--- config.mk ---
export PLATFORM = sky130hd
export DESIGN_NAME = pulse_oximeter_spo2_estimator_core
export DESIGN_NICKNAME = d
export VERILOG_FILES = /design/src/hw/rtl/spo2_pkg.sv /design/src/hw/rtl/pulse_oximeter_spo2_estimator_core.sv /design/src/hw/rtl/spo2_front.sv /design/src/hw/rtl/spo2_engine.sv
export SDC_FILE = /design/constraint.sdc
export NUM_CORES = 2
export LEC_CHECK = 0
export BUFFER_PORTS_ARGS = -buffer_cell sky130_fd_sc_hd__buf_4
export CORE_MARGIN = 1
export CORE_UTILIZATION = 38
export DETAILED_ROUTE_END_ITERATION = 16
export SYNTH_ARGS = -nofsm -noshare
export SYNTH_HDL_FRONTEND = slang
export SYNTH_SLANG_ARGS = --single-unit
--- constraint.sdc ---
create_clock -name clk_i -period 23.3 [get_ports clk_i]
set_input_delay 2.33 -clock clk_i [delete_from_list [all_inputs] [get_ports clk_i]]
set_output_delay 2.33 -clock clk_i [all_outputs]
set_load 0.05 [all_outputs]
--- src/hw/rtl/spo2_pkg.sv ---
// Package for the SpO2 estimator: constants and the SpO2 lookup table.
// No dependencies.
`timescale 1ns / 1ps
package spo2_pkg;
  localparam int unsigned TableEntries = 43;
  localparam int unsigned SampleBitsDef = 16;
  localparam int unsigned CountBitsDef = 16;
  localparam int unsigned SumBits = 48;
  localparam int unsigned HighKnee = 66;
  localparam int unsigned LowKnee = 50;
  localparam int unsigned RatioScale = 100;
  localparam logic [7:0] BeatsReset = 8'd3;
  localparam int unsigned IdxBits = 6;

  function automatic logic [6:0] spo2_lut(input logic [IdxBits-1:0] idx);
    logic [6:0] v;
    if (idx < 6'd4) v = 7'd100;
    else if (idx < 6'd10) v = 7'd99;
    else if (idx < 6'd15) v = 7'd98;
    else if (idx < 6'd21) v = 7'd97;
    else if (idx < 6'd27) v = 7'd96;
    else if (idx < 6'd33) v = 7'd95;
    else if (idx < 6'd38) v = 7'd94;
    else v = 7'd93;
    return v;
  endfunction
endpackage

--- src/hw/rtl/pulse_oximeter_spo2_estimator_core.sv ---
// SpO2 estimator top level: front accumulator, one-entry queue, compute engine.
// Depends on spo2_pkg, spo2_front, spo2_engine.
//
// Input channel: in_valid/in_ready with ir, red AC samples and a beat flag.
// Output channel: out_valid/out_ready with the held SpO2 and an update flag.
// Every request yields exactly one result.
// A request that triggers an estimate runs two 48-step serial divides, two
// Q16 log2 evaluations (16 squaring rounds, each through S_SQ0 to S_SQ3) and a
// 29-step ratio divide; an IR mean of at most 1 skips all but the two divides.
// The front accepts the next request once the queue entry moves to the engine.
// Reset clears sums, counts, held SpO2 and sets beats_per_estimate to 3.
// A stalled receiver holds the result; the engine and then the front stall.
`timescale 1ns / 1ps
module pulse_oximeter_spo2_estimator_core #(
  parameter int unsigned SampleBits = spo2_pkg::SampleBitsDef,
  parameter int unsigned CountBits = spo2_pkg::CountBitsDef
) (
  input  logic clk_i,
  input  logic rst_ni,
  input  logic cfg_we_i,
  input  logic [7:0] cfg_wdata_i,
  input  logic in_valid,
  output logic in_ready,
  input  logic [SampleBits-1:0] ir_ac_sample_i,
  input  logic [SampleBits-1:0] red_ac_sample_i,
  input  logic beat_seen_i,
  output logic out_valid,
  input  logic out_ready,
  output logic [6:0] spo2_percent_o,
  output logic estimate_updated_o
);
  import spo2_pkg::*;
  logic [7:0] beats_q;
  logic rv, rr, re;
  logic [SumBits-1:0] ri, rd;
  logic [CountBits-1:0] rn;

  always_ff @(posedge clk_i or negedge rst_ni) begin
    if (!rst_ni) beats_q <= BeatsReset;
    else if (cfg_we_i) beats_q <= cfg_wdata_i;
  end

  spo2_front #(.SampleBits(SampleBits), .CountBits(CountBits)) u_front (
    .clk_i, .rst_ni, .beats_i(beats_q), .in_valid, .in_ready,
    .ir_i(ir_ac_sample_i), .red_i(red_ac_sample_i), .beat_i(beat_seen_i),
    .req_valid_o(rv), .req_ready_i(rr), .req_est_o(re), .req_ir_o(ri),
    .req_red_o(rd), .req_n_o(rn)
  );

  spo2_engine #(.CountBits(CountBits)) u_engine (
    .clk_i, .rst_ni, .req_valid_i(rv), .req_ready_o(rr), .req_est_i(re),
    .req_ir_i(ri), .req_red_i(rd), .req_n_i(rn), .out_valid_o(out_valid),
    .out_ready_i(out_ready), .spo2_o(spo2_percent_o), .upd_o(estimate_updated_o)
  );
endmodule

--- src/hw/rtl/spo2_front.sv ---
// Front end: accumulates squared samples and counts, decides on an estimate.
// Depends on spo2_pkg.
`timescale 1ns / 1ps
module spo2_front #(
  parameter int unsigned SampleBits = 16,
  parameter int unsigned CountBits = 16
) (
  input  logic clk_i,
  input  logic rst_ni,
  input  logic [7:0] beats_i,
  input  logic in_valid,
  output logic in_ready,
  input  logic [SampleBits-1:0] ir_i,
  input  logic [SampleBits-1:0] red_i,
  input  logic beat_i,
  output logic req_valid_o,
  input  logic req_ready_i,
  output logic req_est_o,
  output logic [spo2_pkg::SumBits-1:0] req_ir_o,
  output logic [spo2_pkg::SumBits-1:0] req_red_o,
  output logic [CountBits-1:0] req_n_o
);
  import spo2_pkg::*;
  localparam int unsigned SqBits = 2 * SampleBits;

  logic [SumBits-1:0] ir_sum_q, red_sum_q;
  logic [CountBits-1:0] n_q;
  logic [7:0] beat_q;
  logic full_q, est_q;
  logic [SumBits-1:0] qir_q, qred_q;
  logic [CountBits-1:0] qn_q;

  logic [SampleBits-1:0] ir_mag, red_mag;
  logic [SqBits-1:0] ir_sq, red_sq;
  logic [SumBits:0] ir_add, red_add;
  logic [SumBits-1:0] ir_new, red_new;
  logic [CountBits-1:0] n_new;
  logic [7:0] beat_new;
  logic fire, trig;

  assign ir_mag = ir_i[SampleBits-1] ? (~ir_i + 1'b1) : ir_i;
  assign red_mag = red_i[SampleBits-1] ? (~red_i + 1'b1) : red_i;
  assign ir_sq = SqBits'(ir_mag) * SqBits'(ir_mag);
  assign red_sq = SqBits'(red_mag) * SqBits'(red_mag);
  assign ir_add = {1'b0, ir_sum_q} + (SumBits + 1)'(ir_sq);
  assign red_add = {1'b0, red_sum_q} + (SumBits + 1)'(red_sq);
  assign ir_new = ir_add[SumBits] ? '1 : ir_add[SumBits-1:0];
  assign red_new = red_add[SumBits] ? '1 : red_add[SumBits-1:0];
  assign n_new = (&n_q) ? n_q : n_q + 1'b1;
  assign beat_new = (&beat_q) ? beat_q : beat_q + 8'd1;
  assign trig = beat_i && (beat_new >= beats_i);

  assign in_ready = !full_q || req_ready_i;
  assign fire = in_valid && in_ready;
  assign req_valid_o = full_q;
  assign req_est_o = est_q;
  assign req_ir_o = qir_q;
  assign req_red_o = qred_q;
  assign req_n_o = qn_q;

  always_ff @(posedge clk_i or negedge rst_ni) begin
    if (!rst_ni) begin
      ir_sum_q <= '0;
      red_sum_q <= '0;
      n_q <= '0;
      beat_q <= '0;
      full_q <= 1'b0;
      est_q <= 1'b0;
    end else begin
      if (req_ready_i) full_q <= 1'b0;
      if (fire) begin
        full_q <= 1'b1;
        est_q <= trig;
        qir_q <= ir_new;
        qred_q <= red_new;
        qn_q <= n_new;
        if (trig) begin
          ir_sum_q <= '0;
          red_sum_q <= '0;
          n_q <= '0;
          beat_q <= '0;
        end else begin
          ir_sum_q <= ir_new;
          red_sum_q <= red_new;
          n_q <= n_new;
          if (beat_i) beat_q <= beat_new;
        end
      end
    end
  end
endmodule

--- src/hw/rtl/spo2_engine.sv ---
// Back end: serial divides, Q16 log2 by squaring, ratio and table lookup.
// Depends on spo2_pkg.
`timescale 1ns / 1ps
module spo2_engine #(
  parameter int unsigned CountBits = 16
) (
  input  logic clk_i,
  input  logic rst_ni,
  input  logic req_valid_i,
  output logic req_ready_o,
  input  logic req_est_i,
  input  logic [spo2_pkg::SumBits-1:0] req_ir_i,
  input  logic [spo2_pkg::SumBits-1:0] req_red_i,
  input  logic [CountBits-1:0] req_n_i,
  output logic out_valid_o,
  input  logic out_ready_i,
  output logic [6:0] spo2_o,
  output logic upd_o
);
  import spo2_pkg::*;
  localparam int unsigned DivW = SumBits + 8;

  typedef enum logic [3:0] {
    S_IDLE, S_DIV, S_LOGI, S_MSB, S_SQ0, S_SQ1, S_SQ2, S_SQ3, S_SQN, S_RDIV, S_DONE
  } state_e;

  state_e st_q;
  logic [6:0] held_q;
  logic out_v_q, upd_q;
  logic [DivW-1:0] num_q, den_q, quo_q, rem_q;
  logic [5:0] cnt_q;
  logic [SumBits-1:0] irm_q, redm_q, x_q;
  logic [21:0] li_q, res_q;
  logic [4:0] bit_q;
  logic which_q;
  logic [31:0] m_q;
  logic [15:0] p0_q, p1_q;
  logic [31:0] p3_q;
  logic [5:0] msb_c;
  logic [DivW:0] rsh;

  always_comb begin
    msb_c = '0;
    for (int i = 0; i < SumBits; i++) if (x_q[i]) msb_c = 6'(i);
  end
  assign rsh = {rem_q, num_q[DivW-1]};

  assign req_ready_o = (st_q == S_IDLE) && (!out_v_q || out_ready_i);
  assign out_valid_o = out_v_q;
  assign spo2_o = held_q;
  assign upd_o = upd_q;

  always_ff @(posedge clk_i or negedge rst_ni) begin
    if (!rst_ni) begin
      st_q <= S_IDLE;
      held_q <= '0;
      out_v_q <= 1'b0;
      upd_q <= 1'b0;
    end else begin
      if (out_ready_i) out_v_q <= 1'b0;
      case (st_q)
        S_IDLE: begin
          if (req_valid_i && req_ready_o) begin
            if (req_est_i) begin
              num_q <= {req_ir_i, (DivW - SumBits)'(0)};
              redm_q <= req_red_i;
              den_q <= DivW'((req_n_i == '0) ? CountBits'(1) : req_n_i);
              rem_q <= '0;
              cnt_q <= '0;
              which_q <= 1'b0;
              st_q <= S_DIV;
            end else begin
              out_v_q <= 1'b1;
              upd_q <= 1'b0;
            end
          end
        end
        S_DIV: begin
          if (rsh >= {1'b0, den_q}) rem_q <= DivW'(rsh - {1'b0, den_q});
          else rem_q <= rsh[DivW-1:0];
          num_q <= {num_q[DivW-2:0], (rsh >= {1'b0, den_q})};
          cnt_q <= cnt_q + 6'd1;
          if (cnt_q == 6'(SumBits - 1)) begin
            if (!which_q) begin
              which_q <= 1'b1;
              cnt_q <= '0;
              rem_q <= '0;
              irm_q <= {num_q[SumBits-2:0], (rsh >= {1'b0, den_q})};
              num_q <= {redm_q, (DivW - SumBits)'(0)};
            end else begin
              redm_q <= {num_q[SumBits-2:0], (rsh >= {1'b0, den_q})};
              which_q <= 1'b0;
              st_q <= S_LOGI;
            end
          end
        end
        S_LOGI: begin
          if (irm_q <= SumBits'(1)) begin
            held_q <= '0;
            upd_q <= 1'b1;
            out_v_q <= 1'b1;
            st_q <= S_IDLE;
          end else begin
            x_q <= irm_q;
            st_q <= S_MSB;
          end
        end
        S_MSB: begin
          res_q <= {msb_c, 16'd0};
          if (msb_c >= 6'd30) m_q <= 32'(x_q >> (msb_c - 6'd30));
          else m_q <= 32'(x_q << (6'd30 - msb_c));
          bit_q <= 5'd15;
          if (x_q == '0) begin
            res_q <= '0;
            st_q <= S_SQN;
            bit_q <= 5'd31;
          end else st_q <= S_SQ0;
        end
        S_SQ0: begin
          p0_q <= m_q[15:0];
          p3_q <= 32'(m_q[31:16]) * 32'(m_q[31:16]);
          p1_q <= 16'(m_q[15:0]);
          st_q <= S_SQ1;
        end
        S_SQ1: begin
          // m*m = H^2<<32 + 2HL<<16 + L^2
          x_q <= SumBits'(32'(m_q[31:16]) * 32'(p1_q));
          st_q <= S_SQ2;
        end
        S_SQ2: begin
          x_q <= SumBits'({x_q[SumBits-2:0], 1'b0});
          m_q <= 32'(32'(p0_q) * 32'(p0_q));
          st_q <= S_SQ3;
        end
        S_SQ3: begin
          m_q <= 32'(({p3_q, 32'd0} + {x_q[47:0], 16'd0} + {32'd0, m_q}) >> 30);
          if (((({p3_q, 32'd0} + {x_q[47:0], 16'd0} + {32'd0, m_q}) >> 30) >> 31) != 0) begin
            m_q <= 32'((({p3_q, 32'd0} + {x_q[47:0], 16'd0} + {32'd0, m_q}) >> 30) >> 1);
            res_q[bit_q[3:0]] <= 1'b1;
          end
          if (bit_q == 5'd0) st_q <= S_SQN;
          else begin
            bit_q <= bit_q - 5'd1;
            st_q <= S_SQ0;
          end
        end
        S_SQN: begin
          if (!which_q) begin
            li_q <= res_q;
            which_q <= 1'b1;
            x_q <= redm_q;
            st_q <= S_MSB;
          end else begin
            num_q <= {29'(res_q) * 29'(RatioScale), (DivW - 29)'(0)};
            den_q <= DivW'(li_q);
            rem_q <= '0;
            cnt_q <= '0;
            st_q <= S_RDIV;
          end
        end
        S_RDIV: begin
          if (rsh >= {1'b0, den_q}) rem_q <= DivW'(rsh - {1'b0, den_q});
          else rem_q <= rsh[DivW-1:0];
          num_q <= {num_q[DivW-2:0], (rsh >= {1'b0, den_q})};
          cnt_q <= cnt_q + 6'd1;
          if (cnt_q == 6'd28) begin
            quo_q <= {num_q[DivW-2:0], (rsh >= {1'b0, den_q})};
            if (rsh >= {1'b0, den_q}) rem_q <= DivW'(rsh - {1'b0, den_q});
            else rem_q <= rsh[DivW-1:0];
            st_q <= S_DONE;
          end
        end
        S_DONE: begin
          if (quo_q > DivW'(HighKnee) || (quo_q == DivW'(HighKnee) && rem_q != '0)) begin
            held_q <= spo2_lut((quo_q - DivW'(HighKnee)) > DivW'(TableEntries - 1) ?
                      IdxBits'(TableEntries - 1) : IdxBits'(quo_q - DivW'(HighKnee)));
          end else if (quo_q > DivW'(LowKnee) ||
                       (quo_q == DivW'(LowKnee) && rem_q != '0)) begin
            held_q <= spo2_lut((quo_q - DivW'(LowKnee)) > DivW'(TableEntries - 1) ?
                      IdxBits'(TableEntries - 1) : IdxBits'(quo_q - DivW'(LowKnee)));
          end else held_q <= spo2_lut('0);
          which_q <= 1'b0;
          upd_q <= 1'b1;
          out_v_q <= 1'b1;
          st_q <= S_IDLE;
        end
        default: st_q <= S_IDLE;
      endcase
    end
  end
endmodule

# Word-level counts from Yosys, hierarchy flattened
# Index checks and enable logic that the tools add are counted.
[classes] add_sub_neg=15 multipliers=6 order_cmp=24 n_eq_ne=26 shift=2 mux=147 bitwise=4 n_reduce_logical=49
[op_table] operator="$mux W56" count=14
[op_table] operator="$mux W48" count=10
[op_table] operator="$pmux W56 S4" count=2
[op_table] operator="$mux W6" count=53
[op_table] operator="$pmux W48 S4" count=1
[op_table] operator="$gt A56 B6 Y1 const B" count=3
[op_table] operator="$mul A16 B16 Y32" count=5
[op_table] operator="$pmux W56 S2" count=1
[op_table] operator="$mux W7" count=15
[op_table] operator="$add A48 B32 Y49" count=2
[op_table] operator="$pmux W32 S3" count=1
[op_table] operator="$pmux W48 S2" count=1
[op_table] operator="$mux W16" count=5
[op_table] operator="$add A64 B32 Y64" count=1
[op_table] operator="$add A64 B64 Y64" count=1
[op_table] operator="$mux W32" count=2
[op_table] operator="$reduce_bool A64 Y1" count=1
[op_table] operator="$ge A57 B56 Y1" count=1
[op_table] operator="$eq A56 B6 Y1 const B" count=1
[op_table] operator="$eq A56 B7 Y1 const B" count=1
[op_table] operator="$gt A56 B7 Y1 const B" count=1
[op_table] operator="$reduce_bool A56 Y1" count=1
[op_table] operator="$sub A56 B56 Y56" count=1
[op_table] operator="$sub A56 B6 Y56 const B" count=1
[op_table] operator="61 further kinds" count=148
[word_totals] reg_bits=759 inputBits=46

# Longest topological paths before layout
[depth] ltp_word=51 ltp_mapped=37 ltp_nobuf=34

# By module
# Synthesis repeated with hierarchy kept, for this count alone.
[hier_totals] cells_unflattened=8660 hier_area_um2=81931.1
[by_module_without_submodules] mod="spo2_engine" n_inst=1 cells_per_inst=5727 area_per_inst_um2=54220.8 seq_area_each_um2=14383.8
[by_module_without_submodules] mod="spo2_front" n_inst=1 cells_per_inst=2916 area_per_inst_um2=27376.3 seq_area_each_um2=6416.2
[by_module_without_submodules] mod="pulse_oximeter_spo2_estimator_core" n_inst=1 cells_per_inst=17 area_per_inst_um2=334.1 seq_area_each_um2=202.7

# Least setup slack after synthesis
# Ideal clock, no wire load.
[synth_path] path_kind="input port to flip-flop" from="input port out_ready" to="register u_engine.cnt_q[0] (enable)" setup_ps=740 arrival_ps=10773 required_time_ps=22560 setup_slack_ps=11787 cell_stages=4 n_path_buf=0 cell_sequence="nand2b_1 -> a31oi_1 -> nand2b_1 -> nor3_1"
[synth_between] elab_chain_len=5
[synth_rtl] item="start: declaration" line="pulse_oximeter_spo2_estimator_core.sv:28" source="input logic out_ready,"
[synth_rtl] item="$logic_or A1 B1 Y1" line="spo2_engine.sv:48" source="assign req_ready_o = (st_q == S_IDLE) && (!out_v_q || out_ready_i);"
[synth_rtl] item="$logic_and A1 B1 Y1" line="spo2_engine.sv:48"
[synth_rtl] item="$logic_and A1 B1 Y1" line="spo2_engine.sv:63" source="if (req_valid_i && req_ready_o) begin"
[synth_rtl] item="$ne A2 B2 Y1 (no line)"
[synth_rtl] item="$reduce_and A5 Y1 (no line)"
[synth_rtl] item="end signal: assignment" line="spo2_engine.sv:82" source="cnt_q <= cnt_q + 6'd1;"
[synth_rtl] item="end signal: assignment" line="spo2_engine.sv:165" source="cnt_q <= cnt_q + 6'd1;"
[synth_rtl] item="end: declaration" line="spo2_engine.sv:31" source="logic [5:0] cnt_q;"
# No other way between the ends.
# A chain may end at the register's enable or synchronous reset.

# Worst setup path in the final report
[layout_path] from="input port red_ac_sample_i[5]" to="register u_front.red_sum_q[14]"
[layout_between] elab_chain_len=7
[layout_rtl] item="start: declaration" line="pulse_oximeter_spo2_estimator_core.sv:25" source="input logic [SampleBits-1:0] red_ac_sample_i,"
[layout_rtl] item="$not A16 Y16" line="spo2_front.sv:42" source="assign red_mag = red_i[SampleBits-1] ? (~red_i + 1'b1) : red_i;"
[layout_rtl] item="$add A16 B1 Y16" line="spo2_front.sv:42"
[layout_rtl] item="$mux W16 (*)" line="spo2_front.sv:42"
[layout_rtl] item="$mul A16 B16 Y32 (*)" line="spo2_front.sv:44" source="assign red_sq = SqBits'(red_mag) * SqBits'(red_mag);"
[layout_rtl] item="$add A48 B32 Y49 (*)" line="spo2_front.sv:46" source="assign red_add = {1'b0, red_sum_q} + (SumBits + 1)'(red_sq);"
[layout_rtl] item="$mux W48 (*)" line="spo2_front.sv:48" source="assign red_new = red_add[SumBits] ? '1 : red_add[SumBits-1:0];"
[layout_rtl] item="net u_front.red_new[14]" line="spo2_front.sv:36" source="logic [SumBits-1:0] ir_new, red_new;"
[layout_rtl] item="$mux W48 (*)" line="spo2_front.sv:77" source="if (trig) begin"
[layout_rtl] item="end signal: assignment" line="spo2_front.sv:84" source="red_sum_q <= red_new;"
[layout_rtl] item="end: declaration" line="spo2_front.sv:26" source="logic [SumBits-1:0] ir_sum_q, red_sum_q;"
# Mark *: on every way through the listed nets, which the timed path passes. The rest lies on a longest branch.

==> run summary <==
Worst slew margin: 12.2%
Hold Path Class: reg -> reg
total number of vias: 61500
GR Util met1: 31.5%
crit-path max cell delay: 910 ps
CTS Hold Bufs: 0
Nets: 9967
cells after synthesis: 8409
Routed WL: 248000 µm
PortBufs: 55
worst hold stages: 0
flops & latches, synth: 723
Tmin final: 12740 ps
CP dominant cell by count: inv_1
Distinct cells, synth: 87
antenna violations before repair: 18
FF-to-FF End: u_engine.x_q[28]
clock sink count: 723
initial core utilization: 38.2%
crit path kind: in -> reg
met2 Use GR: 36.6%
RSZ-0062 raised after global routing: false
layout cell share with drive strength beyond 1: 5.15%
Avg WL per Cell: 22.2 µm
post-synthesis sequential area ratio: 26.2%
Hold Startpoint: u_engine.m_q[3]
synth warn: 0
Yosys top cell area share: 23.2%
Rows: 168
I/O pin total: 56
Cell Area, Synth: 80200 µm²
Iteration-0 DRC Markers: 5410
Post-CTS Setup Repair Bufs: 0
root buffer cell: clkbuf_16
number of flops mapped to enable cells by yosys: 581
clk_lat worst skew: 710 ps
Setup-failing EPs final: 0
residual DRC count: 0
final setup margin: 10560 ps
post-synthesis async set-or-reset flop share: 19.6%
worst reg2reg path depth: 23
Routability Congestion: 0.959
largest area contributor in the netlist: fa_1
area of the die: 213000 µm²
fin crit share: 54.7%
# resized after CTS: 0
worst-path cell with the longest stage delay: or3_2
Hold Vio Cnt, Final: 0
slew of the pin with the lowest slew margin: 1320 ps
core area: 210000 µm²
Crit. End Element: flip-flop
die height: 461 µm
Util after Layout: 41.3%
vias in the first global route: 62700
first-pass GRT wire length: 380000 µm
CTS clk-pin slew, worst paths: 60 ps
max_cap viols: 0
Hold EP: u_engine.p0_q[3]
Setup TNS: 0 ps
Synth area leaders: fa_1 (23%), edfxtp_1 (22%), ha_1 (10%)
WP data required: 23920 ps
most common library cells after synthesis: inv_1 (1341), nand2_1 (980), fa_1 (930)
GR Util met3: 3.46%
r2r setup slk: 15120 ps
pin count of the biggest net entering global routing: 76
grt peak-use layer: met2
Syn Area/Cell: 9.54 µm²
max-slew violations: 0
pre-CTS setup slack: 9890 ps
most numerous cell in the Yosys netlist: inv_1
Longest Clk Path Bufs: 3
clock skew: 32.7 ps
DR pass1 iterations: 8
top_reg_cell synth: edfxtp_1
Total GRT Usage: 23.4%
die width: 461 µm
WP data arrival: 13360 ps
vias per cell: 5.49
FMAX: 78.5 MHz
antenna viol nets, final: 0
synth-to-layout area growth: 8.09%
gr ovfl total: 0
status: finished, final reports clean
worst r2r src: u_engine.m_q[23]
peak fanout along the critical path: 42
CTS HTree Levels: 3
total CTS buffers: 80
hpwl dp: 191000 µm
Worst Setup Start Kind: input port
CTS tree: built
metrics by stage:
step,cell area [µm²],instances,hold WS (ps)
after CTS,86700,11200,419
after detailed placement,83900,11000,405
after floorplan,80300,8431,400
after global placement,83900,11000,401
final,86700,11200,419
after global routing,86700,11200,424
layout make-up:
type / instances / area (µm²)
Multi-Input combinational cell: 5984 / 53000
Antenna cell: 1 / 2.50
Clock buffer: 99 / 2200
Tap cell: 2805 / 3510
Inverter: 1361 / 5110
Fill cell: 20700 / 123000
Clock inverter: 48 / 574
Sequential cell: 723 / 21000
Timing Repair Buffer: 171 / 1290
kinds of logic after synthesis:
kind of cell             synth area share, %
AO/OA/AOI/OAI                           11.2
XOR/XNOR                                3.78
adder cells (fa/ha/maj)                 33.7
buffers and inverters                   8.08
flip-flops                              26.2
multiplexers                            2.98
other                                0.00936
AND/OR/NAND/NOR                         14.1
cells in the final DEF (no fill, tap or decap), types with 33 or more instances in the layout:
master     count
inv_1       1340
nand2_1      977
fa_1         930
ha_1         670
edfxtp_1     581
nor2_1       580
a21oi_1      338
o21ai_0      247
xnor2_1      211
and2_1       209
mux2i_1      195
buf_4        170
dfrtp_1      138
nor3_1       125
xor2_1       125
nand3_1      106
a21o_1       101
a22o_1        89
clkbuf_16     83
nor4_1        70
a222oi_1      65
nand2b_1      61
a211oi_1      53
nor2b_1       51
or3_1         48
o21a_1        47
nand4_1       41
or2_2         41
and3_1        40
o31ai_1       39
o211ai_1      38
o22ai_1       35
or4_1         33
how the worst max path moves through the flow:
| stage | from | to | slack [ps] | cells past startpoint |
|---|---|---|---|---|
| 2_1_floorplan | out_ready | u_engine.cnt_q[0] | 11790 | 4 |
| 6_report | red_ac_sample_i[5] | u_front.red_sum_q[14] | 10560 | 32 |
| 3_3_place_gp | red_ac_sample_i[5] | u_front.red_sum_q[42] | 9930 | 32 |
| 4_1_cts | red_ac_sample_i[5] | u_front.red_sum_q[14] | 10610 | 32 |
| 5_1_grt | red_ac_sample_i[5] | u_front.red_sum_q[14] | 9810 | 32 |
| 3_5_place_dp | red_ac_sample_i[5] | u_front.red_sum_q[14] | 9890 | 32 |
layer usage:
layer  vias up  wire, µm
li1      27900         -
met1     30800    106000
met2      2271    111000
met3       474     17200
met4        10     13400
met5         -        66
worst max-delay path, delay by kind of cell:
kind | cells | cell delay [ps]
AOI/OAI and AO/OA | 8 | 2500
xor gates and xnor gates | 1 | 850
adders and majority gates | 7 | 2940
buffers and inverters | 7 | 1000
and+or+nand+nor | 9 | 3700
registers in the layout (all words and copies together), names as in the netlist, 32 cells and up:
| register | count |
|---|---|
| u_engine.redm_q | 48 |
| u_engine.num_q | 56 |
| u_front.red_sum_q | 48 |
| u_engine.irm_q | 48 |
| u_front.req_ir_o | 48 |
| u_engine.rem_q | 56 |
| u_front.ir_sum_q | 48 |
| u_engine.x_q | 48 |
| u_engine.m_q | 32 |
| u_engine.quo_q | 56 |
| u_front.req_red_o | 48 |
Power is not shown: default switching activity piles up to over one toggle a cycle in this logic, so the estimate is an artifact.
